**src/rtl/mpf_ram.sv**
```systemverilog
// generic simple dual-port ram, one write and one registered read port
// no dependencies
`default_nettype none

module mpf_ram #(
   parameter int WIDTH = 32,
   parameter int DEPTH = 128
) (
   input  wire logic                     clock,
   input  wire logic                     wr_en,
   input  wire logic [$clog2(DEPTH)-1:0] wr_addr,
   input  wire logic [WIDTH-1:0]         wr_data,
   input  wire logic                     rd_en,
   input  wire logic [$clog2(DEPTH)-1:0] rd_addr,
   output logic      [WIDTH-1:0]         rd_data
);

   logic [WIDTH-1:0] mem_ff [DEPTH];
   logic [WIDTH-1:0] rd_data_ff;

   always_ff @(posedge clock) begin
      if (wr_en) begin
         mem_ff[wr_addr] <= wr_data;
      end
      if (rd_en) begin
         rd_data_ff <= mem_ff[rd_addr];
      end
   end

   assign rd_data = rd_data_ff;

endmodule

`default_nettype wire
```
**config.mk**
```make
export PLATFORM = sky130hd
export DESIGN_NAME = mpf_ram
export DESIGN_NICKNAME = d
export VERILOG_FILES = /design/src/rtl/mpf_ram.sv
export SDC_FILE = /design/constraint.sdc
export NUM_CORES = 2
export LEC_CHECK = 0
export BUFFER_PORTS_ARGS = -buffer_cell sky130_fd_sc_hd__buf_2
export CAP_MARGIN = 5
export CELL_PAD_IN_SITES_DETAIL_PLACEMENT = 1
export CELL_PAD_IN_SITES_GLOBAL_PLACEMENT = 2
export CORE_ASPECT_RATIO = 1.25
export CORE_UTILIZATION = 57
export DETAILED_ROUTE_END_ITERATION = 7
export MAX_ROUTING_LAYER = met4
export PLACE_DENSITY = 0.86
export SYNTH_ARGS = -nofsm -noshare
export SYNTH_HDL_FRONTEND = slang
export SYNTH_SLANG_ARGS = --single-unit
export TNS_END_PERCENT = 30
```
**constraint.sdc**
```tcl
create_clock -name clock -period 6.1 [get_ports clock]
set_input_delay 0.915 -clock clock [delete_from_list [all_inputs] [get_ports clock]]
set_output_delay 0.915 -clock clock [all_outputs]
set_load 0.01 [all_outputs]
```
==> metrics <==
Slew Limit Fails=0; Compound-Gate Fraction of Synth Area=0; antenna violations before repair=between 70 and 80; fmax=0.249 GHz; Syn Inst Count=5990; Seq. cell area=0.124 mm2; post-synthesis simple-gate area fraction=0.00445; port buffer count=80; Die Ht=roughly 590 um; Multi-input gate area=0.0323 mm2; Setup violations, final=0; M3 GR Usage=0.0782; share of layout cells above drive strength 1=0.360; row cnt=214; via/cell ratio=7.47; Post-CTS Setup Repair Bufs=0; Hold Crit Class=primary input to flop; maximum VDD drop=roughly 0.00025 V; status=finished clean; fin area=0.177 mm2; Die X=471 um; Power per Cell Area=336 mW/mm2; vias in the first global route=77.6k; P_leak=0.0539 uW; Post-Synth XOR/XNOR Area=0; top cell type's share of synthesized area=0.792; Final Hold Fails=0; Crit path largest cell delay=0.79 ns; post-DP HPWL=~260000 um; post-synthesis mux area share=0.196; Fill cells=20.6k; main area contributors after synthesis=edfxtp_1, mux4_2, clkbuf_1; htree depth=5; largest family of logic cells by synthesized area=multiplexers; All-Layer GR Usage=0.364; fin nets=6455; CTS buffer count=between 300 and 400; Core ar.=0.273 mm2; CTS clk-pin slew, worst paths=~0.070 ns; Warnings, synthesis=0; die footprint=0.277 mm2; largest net degree at the start of global routing=113; Worst Tran Pin Value=1.37 ns; Crit Path Class=primary input to flop; Unique masters post-synth=16; CP Launch Type=primary input; I/O pin cnt=81; sequential area share after synthesis=0.792; crit path DAT=roughly 4.7 ns; Skew-Pair Late Insertion Delay=0.98 ns; gr ovfl total=0; Clock Sinks=4128; Bufs and invs on worst path=3; Mapped Nets=6039; #FFs+latches synth=4128; Rel. slew slack=0.0860; cell area after synthesis=approximately 0.16 mm2; GR peak layer=met2; most frequent cell after synthesis=edfxtp_1; final setup TNS=0 ns; most used cell, CP=mux4_2; crit-path leading delay family=multiplexers; clock skew=a little under 0.08 ns; Crit path depth=7; first-pass GRT wire length=about 660000 um; RSZ-0062 raised after global routing=no; dpl cells=9583; DRC violations left=0; total wire length=around 500000 um; RePlAce Congestion=0.861; Max Cap Viol=0; Post-synth EDFFs=4128; CTS resizes=0; post-synthesis adder-cell area fraction=0; Wirelength per Cell=around 50 um; synth cell count leaders=edfxtp_1, mux4_2, clkbuf_1, nor2_1, buf_2; slowest cell on the critical path=mux4_2; Clock Path Buffers=4; hold depth=1; share of flip-flops with an asynchronous set or reset after synthesis=0; CTS Hold Bufs=0; Layout area overhead=12.7%; Iter 0 DRT Violations=around 15k; dominant synthesized flop cell=edfxtp_1; CTS root buf=clkbuf_16; R2R depth=4; post-layout min period=4.02 ns; period utilisation layout=0.659; leading area contributor after synthesis=edfxtp_1; Post-DRT Antenna Nets=0; router iterations before antenna repair=6; met1 Use GR=0.437; met2 Use GR=0.563; Initial Utilization=0.575; Post-DP Area=~0.16 mm2; Crit. End Element=flop; fin cells=~10k; Critical Path, Cell by Cell=buf_8, buf_12, buf_4, mux4_2, mux4_2, mux4_2, mux2_2; CTS tree=done; via count=approximately 78k; CP Max Fanout=slightly above 80; Critical Path RT=just under 7 ns; syn avg cell area=26.1 um2
registers in the layout, summed over array words and instances (netlist names):
name and count:
rd_data 32, mem_ff 4096
area by class of cell:
class | count | area share
antenna | 147 | 0.00208
clock buffer | 444 | 0.0564
multi-input combinational | 1546 | 0.183
sequential | 4128 | 0.702
timing repair buffer | 346 | 0.0177
clock inverter | 254 | 0.0132
tap | 3564 | 0.0253
path summary, 6_finish.rpt:
check	start	endpoint	slack (ns)
max	rd_addr[2]	rd_data[31]	2.08
min	wr_data[10]	mem_ff[53][10]	0.30
max reg2reg	mem_ff[45][31]	rd_data[31]	3.13
min reg2reg	mem_ff[98][8]	rd_data[8]	1.26
kinds of logic after synthesis:
kind of cell           after synthesis
flip-flops                        4128
multiplexers                      1376
buffers and inverters              316
AND/OR/NAND/NOR                    170
through the flow:
step                utilization  worst slack, ns  total power [uW]  hold slack, ns
floorplan                     -             1.95             33500            1.01
global placement          0.601             1.28             35000            1.18
detailed placement        0.601             1.21             35100            1.21
CTS                       0.646             2.14             58900           0.275
global route              0.647             2.05             60000           0.307
finish                    0.648             2.08             59300           0.304
per-layer routing:
| layer | up-vias | part of all wire |
|---|---|---|
| li1 | 27400 | - |
| met1 | 41100 | 0.31 |
| met2 | 7852 | 0.48 |
| met3 | 1568 | 0.13 |
| met4 | 0 | 0.086 |
| met5 | - | 0 |
cells in the final DEF (no fill, tap or decap), types with 11 or more instances in the layout:
| master | n |
|---|---|
| diode_2 | 147 |
| clkbuf_1 | 54 |
| mux4_2 | 1344 |
| buf_4 | 254 |
| bufinv_16 | 37 |
| nand2_1 | 11 |
| buf_2 | 40 |
| edfxtp_1 | 4128 |
| buf_12 | 47 |
| clkbuf_16 | 390 |
| clkinvlp_4 | 33 |
| mux2_2 | 32 |
| clkinv_1 | 84 |
| nor2_4 | 119 |
| clkinv_2 | 79 |
where the power goes:
group,total (uW),switching (uW),internal [uW]
combinational,3240,2090,1150
sequential,31500,124,31300
clock,24600,11300,13300
total,59300,13500,45800
No activity file was read; power rests on OpenSTA's default activity.
